[config.mk]
export PLATFORM = sky130hd
export DESIGN_NAME = percentile_latency_throttle
export DESIGN_NICKNAME = d
export VERILOG_FILES = /design/src/sv/plt_pkg.sv /design/src/sv/percentile_latency_throttle.sv /design/src/sv/plt_fifo.sv /design/src/sv/plt_div.sv /design/src/sv/plt_front.sv /design/src/sv/plt_back.sv
export SDC_FILE = /design/constraint.sdc
export NUM_CORES = 2
export LEC_CHECK = 0
export BUFFER_PORTS_ARGS = -buffer_cell sky130_fd_sc_hd__buf_2
export CORE_ASPECT_RATIO = 1.25
export CORE_MARGIN = 5
export CORE_UTILIZATION = 25
export CTS_BUF_LIST = sky130_fd_sc_hd__clkbuf_16
export DETAILED_ROUTE_END_ITERATION = 8
export GPL_TIMING_DRIVEN = 0
export PLACE_DENSITY = 0.44
export SYNTH_ARGS = -nofsm -noshare
export SYNTH_HDL_FRONTEND = slang
export SYNTH_SLANG_ARGS = --single-unit
[constraint.sdc]
create_clock -name clk -period 14.4 [get_ports clk]
set_input_delay 1.44 -clock clk [delete_from_list [all_inputs] [get_ports clk]]
set_output_delay 1.44 -clock clk [all_outputs]
set_load 0.02 [all_outputs]
[src/sv/plt_pkg.sv]
// Shared types and constants for the percentile latency throttle.
package plt_pkg;

    localparam int IDX_W = 8;
    localparam int DVD_W = 42;
    localparam int DVS_W = 32;

    typedef enum logic [2:0] {
        CFG_MAX_SLEEP = 3'd0,
        CFG_CEILING   = 3'd1,
        CFG_STALENESS = 3'd2,
        CFG_RATIO_LOW = 3'd3,
        CFG_RATIO_HIGH = 3'd4
    } cfg_index_t;

    typedef struct packed {
        logic        mode;
        logic [31:0] sample_lat;
        logic [47:0] now_us;
    } item_t;

    typedef struct packed {
        logic [25:0] sleep_time;
        logic        updated;
    } result_t;

    typedef struct packed {
        logic             record;
        logic             clear;
        logic             compute;
        logic             zero_out;
        logic [IDX_W-1:0] widx;
        logic [31:0]      latency;
    } cmd_t;

    typedef struct packed {
        logic start;
        logic busy;
        logic done;
    } div_ctl_t;

endpackage

[src/sv/percentile_latency_throttle.sv]
// Top level of the percentile latency throttle.
//
// channel  | handshake                 | payload
// item     | push / full               | item (mode, sample_lat, now_us)
// result   | pop / empty               | result (sleep_time, updated)
// config   | cfg_valid / cfg_ready     | cfg_index, cfg_data
//
// A query or a record that does not close a window goes from the back end's
// idle state straight to its response state, then into the result queue.
// A record that closes a window adds rank selection over the sample ring,
// read through its two read ports, and up to two runs of the shared serial
// divider. Reset clears control state and counters; the ring
// holds no valid bits. Two-entry queues sit between front, back and result;
// a full result queue holds the back end, a full command queue raises full.
module percentile_latency_throttle #(
    parameter int WINDOW = 16
) (
    input  logic              clk,
    input  logic              rst_n,
    input  logic              push,
    output logic              full,
    input  plt_pkg::item_t    item,
    output logic              empty,
    input  logic              pop,
    output plt_pkg::result_t  result,
    input  logic              cfg_valid,
    output logic              cfg_ready,
    input  logic [2:0]        cfg_index,
    input  logic [31:0]       cfg_data
);
    import plt_pkg::*;

    logic [15:0]       max_sleep_reg;
    logic [31:0]       ceiling_reg;
    logic [31:0]       staleness_reg;
    logic [15:0]       ratio_low_reg;
    logic [15:0]       ratio_high_reg;
    logic              accept;
    cmd_t              cmd_in;
    cmd_t              cmd_out;
    logic              cmd_empty;
    logic              cmd_pop;
    logic              rsp_full;
    logic              rsp_push;
    result_t           rsp;
    div_ctl_t          div_ctl;
    logic              div_busy;
    logic              div_done;
    logic [DVD_W-1:0]  div_quot;
    logic [DVD_W-1:0]  div_dividend;
    logic [DVS_W-1:0]  div_divisor;

    assign cfg_ready = 1'b1;
    assign accept    = push && !full;

    always_ff @(posedge clk or negedge rst_n)
    begin
        if (!rst_n)
        begin
            max_sleep_reg  <= 16'd0;
            ceiling_reg    <= 32'd0;
            staleness_reg  <= 32'd5000000;
            ratio_low_reg  <= 16'd384;
            ratio_high_reg <= 16'd768;
        end
        else if (cfg_valid)
        begin
            case (cfg_index_t'(cfg_index))
                CFG_MAX_SLEEP:  max_sleep_reg  <= cfg_data[15:0];
                CFG_CEILING:    ceiling_reg    <= cfg_data;
                CFG_STALENESS:  staleness_reg  <= cfg_data;
                CFG_RATIO_LOW:  ratio_low_reg  <= cfg_data[15:0];
                CFG_RATIO_HIGH: ratio_high_reg <= cfg_data[15:0];
                default:        ;
            endcase
        end
    end

    plt_front #(.WINDOW(WINDOW)) u_front (
        .clk         (clk),
        .rst_n       (rst_n),
        .accept      (accept),
        .item        (item),
        .stale_limit (staleness_reg),
        .cmd         (cmd_in)
    );

    plt_fifo #(.T(cmd_t), .DEPTH(2)) u_cmdq (
        .clk   (clk),
        .rst_n (rst_n),
        .wr    (accept),
        .wdata (cmd_in),
        .rd    (cmd_pop),
        .rdata (cmd_out),
        .full  (full),
        .empty (cmd_empty)
    );

    plt_back #(.WINDOW(WINDOW)) u_back (
        .clk          (clk),
        .rst_n        (rst_n),
        .cmd          (cmd_out),
        .cmd_empty    (cmd_empty),
        .cmd_pop      (cmd_pop),
        .sleep_cap_ms (max_sleep_reg),
        .p50_limit    (ceiling_reg),
        .spread_lo    (ratio_low_reg),
        .spread_hi    (ratio_high_reg),
        .rsp_full     (rsp_full),
        .rsp_push     (rsp_push),
        .rsp          (rsp),
        .div_ctl      (div_ctl),
        .div_busy     (div_busy),
        .div_done     (div_done),
        .div_quot     (div_quot),
        .div_dividend (div_dividend),
        .div_divisor  (div_divisor)
    );

    plt_div u_div (
        .clk      (clk),
        .rst_n    (rst_n),
        .start    (div_ctl.start),
        .dividend (div_dividend),
        .divisor  (div_divisor),
        .busy     (div_busy),
        .done     (div_done),
        .quotient (div_quot)
    );

    plt_fifo #(.T(result_t), .DEPTH(2)) u_rspq (
        .clk   (clk),
        .rst_n (rst_n),
        .wr    (rsp_push),
        .wdata (rsp),
        .rd    (pop),
        .rdata (result),
        .full  (rsp_full),
        .empty (empty)
    );
endmodule

[src/sv/plt_fifo.sv]
// Small register FIFO used between the stages and on the result side.
module plt_fifo #(
    parameter type T = logic,
    parameter int DEPTH = 2
) (
    input  logic clk,
    input  logic rst_n,
    input  logic wr,
    input  T     wdata,
    input  logic rd,
    output T     rdata,
    output logic full,
    output logic empty
);
    localparam int PW = (DEPTH > 1) ? $clog2(DEPTH) : 1;
    localparam int CW = $clog2(DEPTH + 1);

    T               mem [DEPTH];
    logic [PW-1:0]  wp_reg;
    logic [PW-1:0]  rp_reg;
    logic [CW-1:0]  cnt_reg;
    logic           do_wr;
    logic           do_rd;

    assign full  = (cnt_reg == CW'(DEPTH));
    assign empty = (cnt_reg == '0);
    assign do_wr = wr && !full;
    assign do_rd = rd && !empty;
    assign rdata = mem[rp_reg];

    always_ff @(posedge clk)
    begin
        if (do_wr)
        begin
            mem[wp_reg] <= wdata;
        end
    end

    always_ff @(posedge clk or negedge rst_n)
    begin
        if (!rst_n)
        begin
            wp_reg  <= '0;
            rp_reg  <= '0;
            cnt_reg <= '0;
        end
        else
        begin
            if (do_wr)
            begin
                wp_reg <= (wp_reg == PW'(DEPTH - 1)) ? '0 : wp_reg + 1'b1;
            end
            if (do_rd)
            begin
                rp_reg <= (rp_reg == PW'(DEPTH - 1)) ? '0 : rp_reg + 1'b1;
            end
            if (do_wr && !do_rd)
            begin
                cnt_reg <= cnt_reg + 1'b1;
            end
            else if (do_rd && !do_wr)
            begin
                cnt_reg <= cnt_reg - 1'b1;
            end
        end
    end
endmodule

[src/sv/plt_div.sv]
// Restoring divider, one quotient bit per cycle.
module plt_div (
    input  logic                      clk,
    input  logic                      rst_n,
    input  logic                      start,
    input  logic [plt_pkg::DVD_W-1:0] dividend,
    input  logic [plt_pkg::DVS_W-1:0] divisor,
    output logic                      busy,
    output logic                      done,
    output logic [plt_pkg::DVD_W-1:0] quotient
);
    import plt_pkg::*;

    localparam int NW = $clog2(DVD_W + 1);

    logic [DVD_W-1:0] dvd_reg;
    logic [DVS_W-1:0] dvs_reg;
    logic [DVS_W-1:0] rem_reg;
    logic [NW-1:0]    cnt_reg;
    logic             busy_reg;
    logic             done_reg;
    logic [DVS_W:0]   trial;
    logic             fits;

    assign trial    = {rem_reg, dvd_reg[DVD_W-1]};
    assign fits     = trial >= {1'b0, dvs_reg};
    assign busy     = busy_reg;
    assign done     = done_reg;
    assign quotient = dvd_reg;

    always_ff @(posedge clk or negedge rst_n)
    begin
        if (!rst_n)
        begin
            busy_reg <= 1'b0;
            done_reg <= 1'b0;
            cnt_reg  <= '0;
        end
        else
        begin
            done_reg <= 1'b0;
            if (start)
            begin
                busy_reg <= 1'b1;
                cnt_reg  <= NW'(DVD_W);
            end
            else if (busy_reg)
            begin
                cnt_reg <= cnt_reg - 1'b1;
                if (cnt_reg == NW'(1))
                begin
                    busy_reg <= 1'b0;
                    done_reg <= 1'b1;
                end
            end
        end
    end

    always_ff @(posedge clk)
    begin
        if (start)
        begin
            dvd_reg <= dividend;
            dvs_reg <= divisor;
            rem_reg <= '0;
        end
        else if (busy_reg)
        begin
            rem_reg <= fits ? DVS_W'(trial - {1'b0, dvs_reg}) : trial[DVS_W-1:0];
            dvd_reg <= {dvd_reg[DVD_W-2:0], fits};
        end
    end
endmodule

[src/sv/plt_front.sv]
// Front end: staleness check, window bookkeeping and command build.
module plt_front #(
    parameter int WINDOW = 16
) (
    input  logic           clk,
    input  logic           rst_n,
    input  logic           accept,
    input  plt_pkg::item_t item,
    input  logic [31:0]    stale_limit,
    output plt_pkg::cmd_t  cmd
);
    import plt_pkg::*;

    localparam int LW = $clog2(WINDOW);
    localparam int CW = $clog2(WINDOW + 1);

    logic [47:0]   last_reg;
    logic [LW-1:0] widx_reg;
    logic [CW-1:0] fill_reg;
    logic [47:0]   gap;
    logic          stale;
    logic [CW-1:0] fill_after;
    logic          complete;

    assign gap        = item.now_us - last_reg;
    assign stale      = (last_reg != '0) && (gap > {16'd0, stale_limit});
    assign fill_after = (stale ? '0 : fill_reg) + 1'b1;
    assign complete   = (fill_after == CW'(WINDOW));

    always_comb
    begin
        cmd.record   = !item.mode;
        cmd.clear    = !item.mode && stale;
        cmd.compute  = !item.mode && complete;
        cmd.zero_out = item.mode ? ((last_reg == '0) || stale) : (item.now_us == '0);
        cmd.widx     = IDX_W'(widx_reg);
        cmd.latency  = item.sample_lat;
    end

    always_ff @(posedge clk or negedge rst_n)
    begin
        if (!rst_n)
        begin
            last_reg <= '0;
            widx_reg <= '0;
            fill_reg <= '0;
        end
        else if (accept && !item.mode)
        begin
            last_reg <= item.now_us;
            widx_reg <= (widx_reg == LW'(WINDOW - 1)) ? '0 : widx_reg + 1'b1;
            fill_reg <= complete ? '0 : fill_after;
        end
    end
endmodule

[src/sv/plt_back.sv]
// Back end: sample ring, rank selection, sleep computation and result build.
module plt_back #(
    parameter int WINDOW = 16
) (
    input  logic                      clk,
    input  logic                      rst_n,
    input  plt_pkg::cmd_t             cmd,
    input  logic                      cmd_empty,
    output logic                      cmd_pop,
    input  logic [15:0]               sleep_cap_ms,
    input  logic [31:0]               p50_limit,
    input  logic [15:0]               spread_lo,
    input  logic [15:0]               spread_hi,
    input  logic                      rsp_full,
    output logic                      rsp_push,
    output plt_pkg::result_t          rsp,
    output plt_pkg::div_ctl_t         div_ctl,
    input  logic                      div_busy,
    input  logic                      div_done,
    input  logic [plt_pkg::DVD_W-1:0] div_quot,
    output logic [plt_pkg::DVD_W-1:0] div_dividend,
    output logic [plt_pkg::DVS_W-1:0] div_divisor
);
    import plt_pkg::*;

    localparam int LW = $clog2(WINDOW);
    localparam int CW = $clog2(WINDOW + 1);
    localparam int RANK_MID = (WINDOW - 1) / 2;
    localparam int RANK_HIGH = (95 * WINDOW + 99) / 100 - 1;

    typedef enum logic [3:0] {
        ST_IDLE, ST_LOAD, ST_SCAN, ST_CHECK, ST_MATH,
        ST_DIV1, ST_RATIO, ST_MUL, ST_DIV2S, ST_DIV2, ST_RESP
    } state_t;

    state_t        state_reg;
    logic [31:0]   ring [WINDOW];
    logic [31:0]   cand_rd;
    logic [31:0]   swp_rd;
    logic [LW-1:0] ci_reg;
    logic [CW-1:0] sj_reg;
    logic [CW-1:0] lt_reg;
    logic [CW-1:0] le_reg;
    logic [31:0]   p50_reg;
    logic [31:0]   p95_reg;
    logic [39:0]   ratio_reg;
    logic [15:0]   over_reg;
    logic [41:0]   prod_reg;
    logic [25:0]   sleep_reg;
    logic          upd_reg;
    logic          zero_reg;
    logic [25:0]   full;
    logic [15:0]   span;
    logic [39:0]   excess;
    logic          math_div;

    assign full     = 26'(sleep_cap_ms) * 26'd1000;
    assign span     = spread_hi - spread_lo;
    assign excess   = ratio_reg - {24'd0, spread_lo};
    assign math_div = (p50_reg != '0) && !((p50_limit != '0) && (p50_reg > p50_limit));

    assign cmd_pop        = (state_reg == ST_IDLE) && !cmd_empty;
    assign rsp_push       = (state_reg == ST_RESP) && !rsp_full;
    assign rsp.sleep_time = zero_reg ? '0 : sleep_reg;
    assign rsp.updated    = upd_reg;
    assign div_ctl.start  = ((state_reg == ST_MATH) && math_div) || (state_reg == ST_DIV2S);
    assign div_ctl.busy   = div_busy;
    assign div_ctl.done   = div_done;
    assign div_dividend   = (state_reg == ST_MATH) ? {2'b00, p95_reg, 8'd0} : prod_reg;
    assign div_divisor    = (state_reg == ST_MATH) ? p50_reg : {16'd0, span};

    always_ff @(posedge clk)
    begin
        if (cmd_pop && cmd.record)
        begin
            ring[cmd.widx[LW-1:0]] <= cmd.latency;
        end
        cand_rd <= ring[ci_reg];
        swp_rd  <= ring[sj_reg[LW-1:0]];
    end

    always_ff @(posedge clk or negedge rst_n)
    begin
        if (!rst_n)
        begin
            state_reg <= ST_IDLE;
            sleep_reg <= '0;
            upd_reg   <= 1'b0;
            zero_reg  <= 1'b0;
            ci_reg    <= '0;
            sj_reg    <= '0;
            lt_reg    <= '0;
            le_reg    <= '0;
        end
        else
        begin
            case (state_reg)
                ST_IDLE:
                begin
                    if (!cmd_empty)
                    begin
                        if (cmd.clear)
                        begin
                            sleep_reg <= '0;
                        end
                        zero_reg  <= cmd.zero_out;
                        upd_reg   <= cmd.compute;
                        ci_reg    <= '0;
                        state_reg <= cmd.compute ? ST_LOAD : ST_RESP;
                    end
                end
                ST_LOAD:
                begin
                    lt_reg    <= '0;
                    le_reg    <= '0;
                    sj_reg    <= '0;
                    state_reg <= ST_SCAN;
                end
                ST_SCAN:
                begin
                    if (sj_reg != '0)
                    begin
                        lt_reg <= lt_reg + CW'(swp_rd < cand_rd);
                        le_reg <= le_reg + CW'(swp_rd <= cand_rd);
                    end
                    if (sj_reg == CW'(WINDOW))
                    begin
                        state_reg <= ST_CHECK;
                    end
                    else
                    begin
                        sj_reg <= sj_reg + 1'b1;
                    end
                end
                ST_CHECK:
                begin
                    if (lt_reg <= CW'(RANK_MID) && le_reg > CW'(RANK_MID))
                    begin
                        p50_reg <= cand_rd;
                    end
                    if (lt_reg <= CW'(RANK_HIGH) && le_reg > CW'(RANK_HIGH))
                    begin
                        p95_reg <= cand_rd;
                    end
                    if (ci_reg == LW'(WINDOW - 1))
                    begin
                        state_reg <= ST_MATH;
                    end
                    else
                    begin
                        ci_reg    <= ci_reg + 1'b1;
                        state_reg <= ST_LOAD;
                    end
                end
                ST_MATH:
                begin
                    if (p50_reg == '0)
                    begin
                        sleep_reg <= '0;
                        state_reg <= ST_RESP;
                    end
                    else if (!math_div)
                    begin
                        sleep_reg <= full;
                        state_reg <= ST_RESP;
                    end
                    else
                    begin
                        state_reg <= ST_DIV1;
                    end
                end
                ST_DIV1:
                begin
                    if (div_done)
                    begin
                        ratio_reg <= div_quot[39:0];
                        state_reg <= ST_RATIO;
                    end
                end
                ST_RATIO:
                begin
                    if (ratio_reg < {24'd0, spread_lo})
                    begin
                        sleep_reg <= '0;
                        state_reg <= ST_RESP;
                    end
                    else if (spread_hi <= spread_lo)
                    begin
                        sleep_reg <= full;
                        state_reg <= ST_RESP;
                    end
                    else
                    begin
                        over_reg  <= (excess > {24'd0, span}) ? span : excess[15:0];
                        state_reg <= ST_MUL;
                    end
                end
                ST_MUL:
                begin
                    prod_reg  <= 42'(over_reg) * 42'(full);
                    state_reg <= ST_DIV2S;
                end
                ST_DIV2S:
                begin
                    state_reg <= ST_DIV2;
                end
                ST_DIV2:
                begin
                    if (div_done)
                    begin
                        sleep_reg <= div_quot[25:0];
                        state_reg <= ST_RESP;
                    end
                end
                ST_RESP:
                begin
                    if (!rsp_full)
                    begin
                        state_reg <= ST_IDLE;
                    end
                end
                default:
                begin
                    state_reg <= ST_IDLE;
                end
            endcase
        end
    end

`ifndef SYNTHESIS
    a_push_room: assert property (@(posedge clk) disable iff (!rst_n)
        rsp_push |-> !rsp_full) else $error("result pushed while full");
    a_div_free: assert property (@(posedge clk) disable iff (!rst_n)
        div_ctl.start |-> !div_busy) else $error("divider restarted while busy");
    a_rank_order: assert property (@(posedge clk) disable iff (!rst_n)
        (state_reg == ST_CHECK) |-> (le_reg > lt_reg)) else $error("rank counts inconsistent");
    a_no_update_zero: assert property (@(posedge clk) disable iff (!rst_n)
        (rsp_push && !rsp.updated) |->
        ($past(state_reg) == ST_IDLE || $past(state_reg) == ST_RESP))
        else $error("plain transaction took the compute path");
`endif
endmodule
Word level (Yosys, flattened, before mapping):

Memory sizes are Yosys's and may differ from the RTL's. A register that Yosys moved wholly into a read port is not among the register bits.
Cells that the tools add are included.

* register bits after elaboration: 501
* bits in writable memories: 646
* input bits: 121
* output and inout bits: 30
* logic and storage cells: 233
* memories kept: 3

Memory list
* u_back.ring: depth 16, bits a word 32, read ports 2, clocked after Yosys merged registers in 2, wr ports 1, line plt_back.sv:37 `logic [31:0] ring [WINDOW];`
* u_cmdq.mem: depth 2, bits a word 40, read ports 1, clocked after Yosys merged registers in 0, wr ports 1, line plt_fifo.sv:18 `T mem [DEPTH];`
* u_rspq.mem: depth 2, bits a word 27, read ports 1, clocked after Yosys merged registers in 0, wr ports 1, line plt_fifo.sv:18

* add/sub/neg operators: 19
* $mul: 2
* $lt $le $gt $ge: 12
* equality and inequality tests: 32
* muxes and demuxes: 62
* bitwise operators: 3
* reduce and logical (&&, ||, !) cells: 66

Operator list (number)
* 26-bit 2-to-1 mux: 8
* 42-bit 2-to-1 mux: 3
* 26-bit one-hot mux with 4 select lines: 1
* 48-bit zero test: 2
* 32-bit nonzero test: 2
* 4-bit 2-to-1 mux: 13
* 48-bit by 32-bit > comparator with 1-bit output: 1
* 48-bit nonzero test: 1
* 48-bit subtractor: 1
* 4-bit one-hot mux with 11 select lines: 1
* 40-bit by 16-bit > comparator with 1-bit output: 1
* 40-bit by 16-bit less-than comparator with 1-bit output: 1
* 40-bit by 16-bit subtractor with 40-bit output: 1
* 16-bit by 23-bit multiplier with 39-bit output: 1
* 33-bit by 32-bit >= comparator with 1-bit output: 1
* 32-bit > comparator: 1
* 32-bit <= comparator: 1
* 32-bit zero test: 1
* 32-bit less-than comparator: 1
* 16-bit 2-to-1 mux: 2
* 32-bit 2-to-1 mux: 1
* 32-bit subtractor: 1
* 5-bit one-hot mux with 2 select lines: 3
* 5-bit 2-to-1 mux: 5
* other kinds (48): 142

Logic depth before layout (Yosys ltp):

* depth in word-level cells: 8
* mapped depth: 40
* mapped depth without buffers: 39

By module:

From an unflattened synthesis, not the netlist that was laid out.

* cells, all modules: 6218
* area total of the unflattened synthesis: 75656.3 µm²

Modules (own cells, without submodules)
* plt_back: instances 1, cells an instance 4202, area each 52122.5 µm², seq. area each 22706.8 µm²
* plt_front: instances 1, cells an instance 924, area each 6810.3 µm², seq. area each 1426.4 µm²
* plt_div: instances 1, cells an instance 589, area each 6342.3 µm², seq. area each 3062.9 µm²
* percentile_latency_throttle: instances 1, cells an instance 244, area each 4564.4 µm², seq. area each 2817.7 µm²
* plt_fifo at u_cmdq: instances 1, cells an instance 156, area each 3572.2 µm², seq. area each 2742.6 µm²
* plt_fifo at u_rspq: instances 1, cells an instance 103, area each 2244.7 µm², seq. area each 1721.7 µm²

Worst setup path before layout:

No wires, ideal clock.

* path type: register to register
* start point: reg max_sleep_reg[1]
* end point: reg u_back.prod_reg[38], data pin
* library setup time: 259 ps
* data arrival time: 10172 ps
* required time: 14141 ps
* setup slack: 3969 ps
* stages on the path, launching flop included: 38
* buffers on the path: 1
* period minus slack after synthesis: 10431 ps
* path through: dfrtp_1 -> inv_1 -> fa_1 -> fa_1 -> fa_1 -> fa_1 -> inv_1 -> ha_1 -> o21a_1 -> o21ai_0 -> a21oi_1 -> o21a_1 -> o21ai_1 -> a21o_1 -> or4b_1 -> o211ai_1 -> clkbuf_1 -> nand2_1 -> (+2 left out) -> fa_1 -> inv_1 -> fa_1 -> fa_1 -> inv_1 -> fa_1 -> inv_1 -> ha_1 -> a21oi_1 -> nand3_1 -> o22ai_1 -> o41ai_1 -> a311oi_1 -> o41ai_1 -> nand3_1 -> nand2_1 -> a31oi_1 -> xnor2_1

* cells in the longest elaborated chain, start to end: 2

RTL lines
* from (decl): line percentile_latency_throttle.sv:33 `logic [15:0] max_sleep_reg;`
* from (signal assigned): line percentile_latency_throttle.sv:69 `CFG_MAX_SLEEP: max_sleep_reg <= cfg_data[15:0];`
* 16-bit by 7-bit multiplier with 23-bit output: line plt_back.sv:57 `assign full = 26'(sleep_cap_ms) * 26'd1000;`
* 16-bit by 23-bit multiplier with 39-bit output: line plt_back.sv:200 `prod_reg <= 42'(over_reg) * 42'(full);`
* to (signal assigned): line plt_back.sv:200
* to (decl): line plt_back.sv:48 `logic [41:0] prod_reg;`

No other way between the ends.
A chain may end at the register's enable or synchronous reset.

Worst setup path after layout:

* start point: reg max_sleep_reg[1]
* end point: reg u_back.prod_reg[41], data pin

The elaborated chain is that of the path after synthesis.

==> summary.md <==
| Metric | Value |
|---|---|
| Reg2reg start | `max_sleep_reg[1]$_DFFE_PN0P_` |
| Number of port buffers | `149` |
| Tightest Pin Transition | `around 1.5 ns` |
| Drt wl/cell | `roughly 23 um` |
| Overflow after GRT | `0` |
| Status | `finished clean` |
| Tcrit/Tclk final | `0.896` |
| I/O pin cnt | `about 150` |
| CP peak stage delay | `roughly 0.70 ns` |
| Yosys reg bits | `about 1200` |
| DP HPWL | `roughly 180000 um` |
| CTS Hold Bufs | `0` |
| Vias post-DR | `roughly 50000` |
| Setup-failing EPs final | `0` |
| Synth area leaders | `edfxtp_1 (36%), fa_1 (9.6%), dfrtp_1 (7.7%)` |
| Critical Path End Type | `register` |
| Synth area leader | `edfxtp_1` |
| Die width | `just under 500 um` |
| DRC Markers | `0` |
| Area grow syn2layout | `15.4%` |
| Initial core utilization | `0.251` |
| Final Critical Period | `about 13 ns` |
| Layout fillers | `29700` |
| Top cell by count, worst path | `fa_1` |
| Initial antenna violation count | `27` |
| Post-Route WL | `around 240000 um` |
| Max Cap Viol | `0` |
| Synthesized instance count | `6084` |
| Ys Warns | `0` |
| DRT Pass-1 Iters | `7` |
| CP max stage cell | `dfrtp_1` |
| Max Freq | `0.0775 GHz` |
| Layout cells sized above 1 | `0.130` |
| Vias per cell | `around 4.8` |
| Rows | `~220` |
| First-pass GRT wire length | `356000 um` |
| Number of global-route vias before repair | `around 52000` |
| Max Buffers Root-to-Sink | `3` |
| Worst clock skew | `0.0651 ns` |
| Number of flip-flops under the largest register name | `approximately 510` |
| Initial DRC count | `roughly 3300` |
| Startpoint types | `register` |
| # Post-CTS Setup Buffers | `0` |
| Synth cell types | `97` |
| Worst-path clk slew | `approximately 0.060 ns` |
| Reg2reg setup slack | `1.50 ns` |
| Worst Path Max Fanout | `12` |
| Hold EP | `u_back.ratio_reg[38]$_DFFE_PP_` |
| Root buf cell | `clkbuf_16` |
| DRT antenna net count | `0` |
| Worst Hold Class | `register to register` |
| Mapped Area | `approximately 73000 um^2` |
| RSZ-0062 raised after global routing | `false` |
| Synth top area share | `0.363` |
| Die height | `roughly 610 um` |
| Post-synth EDFFs | `between 800 and 900` |
| Total CTS buffers | `roughly 150` |
| Placer Congestion | `~0.88` |
| Hold slack final | `0.437 ns` |
| CTS tree | `built` |
| Final core occ | `0.290` |
| RR Endpoint | `u_back.prod_reg[41]$_DFFE_PP_` |
| Final #Nets | `about 7300` |
| Critical path arrival | `~13 ns` |
| Crit path kind | `register to register` |
| H-tree depth | `4` |
| Hold path depth | `0` |
| Worst-Skew Late Latency | `between 0.8 and 0.9 ns` |
| Final Slew Violations | `0` |
| Avg Inst Size Synth | `about 12 um^2` |
| Ys flop type | `edfxtp_1` |
| Synth Net Count | `a little under 7000` |
| Share of flip-flops with an asynchronous set or reset | `0.195` |
| Path depth of the worst reg2reg path | `36` |
| Total track usage | `0.159` |
| Setup TNS | `0 ns` |
| Sequential fraction of the synthesis area | `0.471` |
| Clock Sinks | `1211` |
| Total die area | `between 300000 and 400000 um^2` |
| Hold path startpoint | `u_div.quotient[38]$_DFFE_PP_` |
| CORE AREA | `just under 300000 um^2` |
| Post-cts resize count | `0` |
| Slew Limit Headroom | `0.0146` |
| Largest net degree at the start of global routing | `109` |
| WP data required | `roughly 15 ns` |
| Final Hold Vio Count | `0` |
## final cells by class
class	instances	area (um^2)	area share
Antenna cell	11	27.5	0.000328
Buffer	263	1070	0.0127
Clock buffer	149	3730	0.0444
Clock inverter	123	987	0.0118
Inverter	694	2610	0.0310
Multi-Input combinational cell	3916	35100	0.418
Sequential cell	1211	34200	0.408
Tap cell	3791	4740	0.0565
Timing Repair Buffer	190	1460	0.0174
## worst max-delay path: cells and delay by family (launching register included)
kind                     cells  cell delay (ns)
AO/OA/AOI/OAI               12             3.00
XOR/XNOR                     1             0.14
adder cells (fa/ha/maj)     12             5.82
buffers and inverters        6             0.90
flip-flops                   1             0.70
AND/OR/NAND/NOR              5             2.07
## kinds of logic after synthesis
logic type	after synthesis	share of synthesized area
other	1	0.0000515
AND/OR/NAND/NOR	1448	0.0947
adder cells (fa/ha/maj)	749	0.165
XOR/XNOR	167	0.0201
AO/OA/AOI/OAI	1038	0.0877
flip-flops	1211	0.471
buffers and inverters	957	0.0504
multiplexers	513	0.112
## cell usage after synthesis (13+ instances only)
cell	number
o211ai_1	17
nor2_1	235
a21o_1	84
dfxtp_1	96
o31ai_1	13
fa_1	350
and3_1	38
nand3_1	47
o21a_1	29
mux4_2	224
buf_2	16
edfxtp_1	879
o21bai_1	13
xnor2_1	108
a31oi_1	56
a221oi_1	38
ha_1	399
or3_1	14
nand2_1	619
mux2i_1	149
xor2_1	59
nor3_1	56
a22oi_1	56
nand4_1	67
a211oi_1	23
nor2b_1	66
mux2_2	140
clkbuf_1	202
o21ai_0	362
inv_1	692
and2_1	163
dfrtp_1	224
a21oi_1	254
nand2b_1	35
nor4_1	62
buf_1	34
## stage by stage
| stage | area (um^2) | std cells | worst slack [ns] |
|---|---|---|---|
| after floorplan | 72700 | 6084 | 3.97 |
| after global placement | 78200 | 10000 | 0.364 |
| after detailed placement | 79200 | 10100 | 1.27 |
| after CTS | 83900 | 10300 | 1.24 |
| after global routing | 83900 | 10300 | 0.759 |
| final | 84000 | 10300 | 1.50 |
## layout by cell type (no fill, tap or decap), types with 62 or more instances in the layout
master / Yosys / layout
dfrtp_1: 224 / 224
clkbuf_16: 0 / 149
dfxtp_1: 96 / 96
and2_1: 163 / 161
o21ai_0: 362 / 362
clkbuf_1: 202 / 201
ha_1: 399 / 399
a21oi_1: 254 / 254
mux4_2: 224 / 224
mux2i_1: 149 / 149
fa_1: 350 / 350
edfxtp_1: 879 / 879
nor2_1: 235 / 216
inv_1: 692 / 734
nor4_1: 62 / 62
buf_2: 16 / 167
a21o_1: 84 / 84
nand4_1: 67 / 67
nor2b_1: 66 / 66
mux2_2: 140 / 140
nand2_1: 619 / 619
xnor2_1: 108 / 101
## worst max-delay path by stage
stage	start	end	slack, ns	depth (start not counted)
final	max_sleep_reg[1]$_DFFE_PN0P_	u_back.prod_reg[41]$_DFFE_PP_	1.50	36
after global routing	max_sleep_reg[1]$_DFFE_PN0P_	u_back.prod_reg[40]$_DFFE_PP_	0.76	38
after CTS	max_sleep_reg[1]$_DFFE_PN0P_	u_back.prod_reg[41]$_DFFE_PP_	1.24	36
after detailed placement	max_sleep_reg[1]$_DFFE_PN0P_	u_back.prod_reg[41]$_DFFE_PP_	1.27	36
after global placement	max_sleep_reg[1]$_DFFE_PN0P_	u_back.prod_reg[41]$_DFFE_PP_	0.36	35
after floorplan	max_sleep_reg[1]$_DFFE_PN0P_	u_back.prod_reg[38]$_DFFE_PP_	3.97	37
## routing by layer
layer	vias up	GRT usage	wire length (um)
li1	22400	-	-
met1	25200	0.191	97800
met2	1282	0.291	125000
met3	392	0.0191	10000
met4	2	0.0536	8710
met5	-	0	13
Power is left out: the tool's default activity adds up to more than one toggle a clock period on the data nets, which glitch-free logic cannot reach.
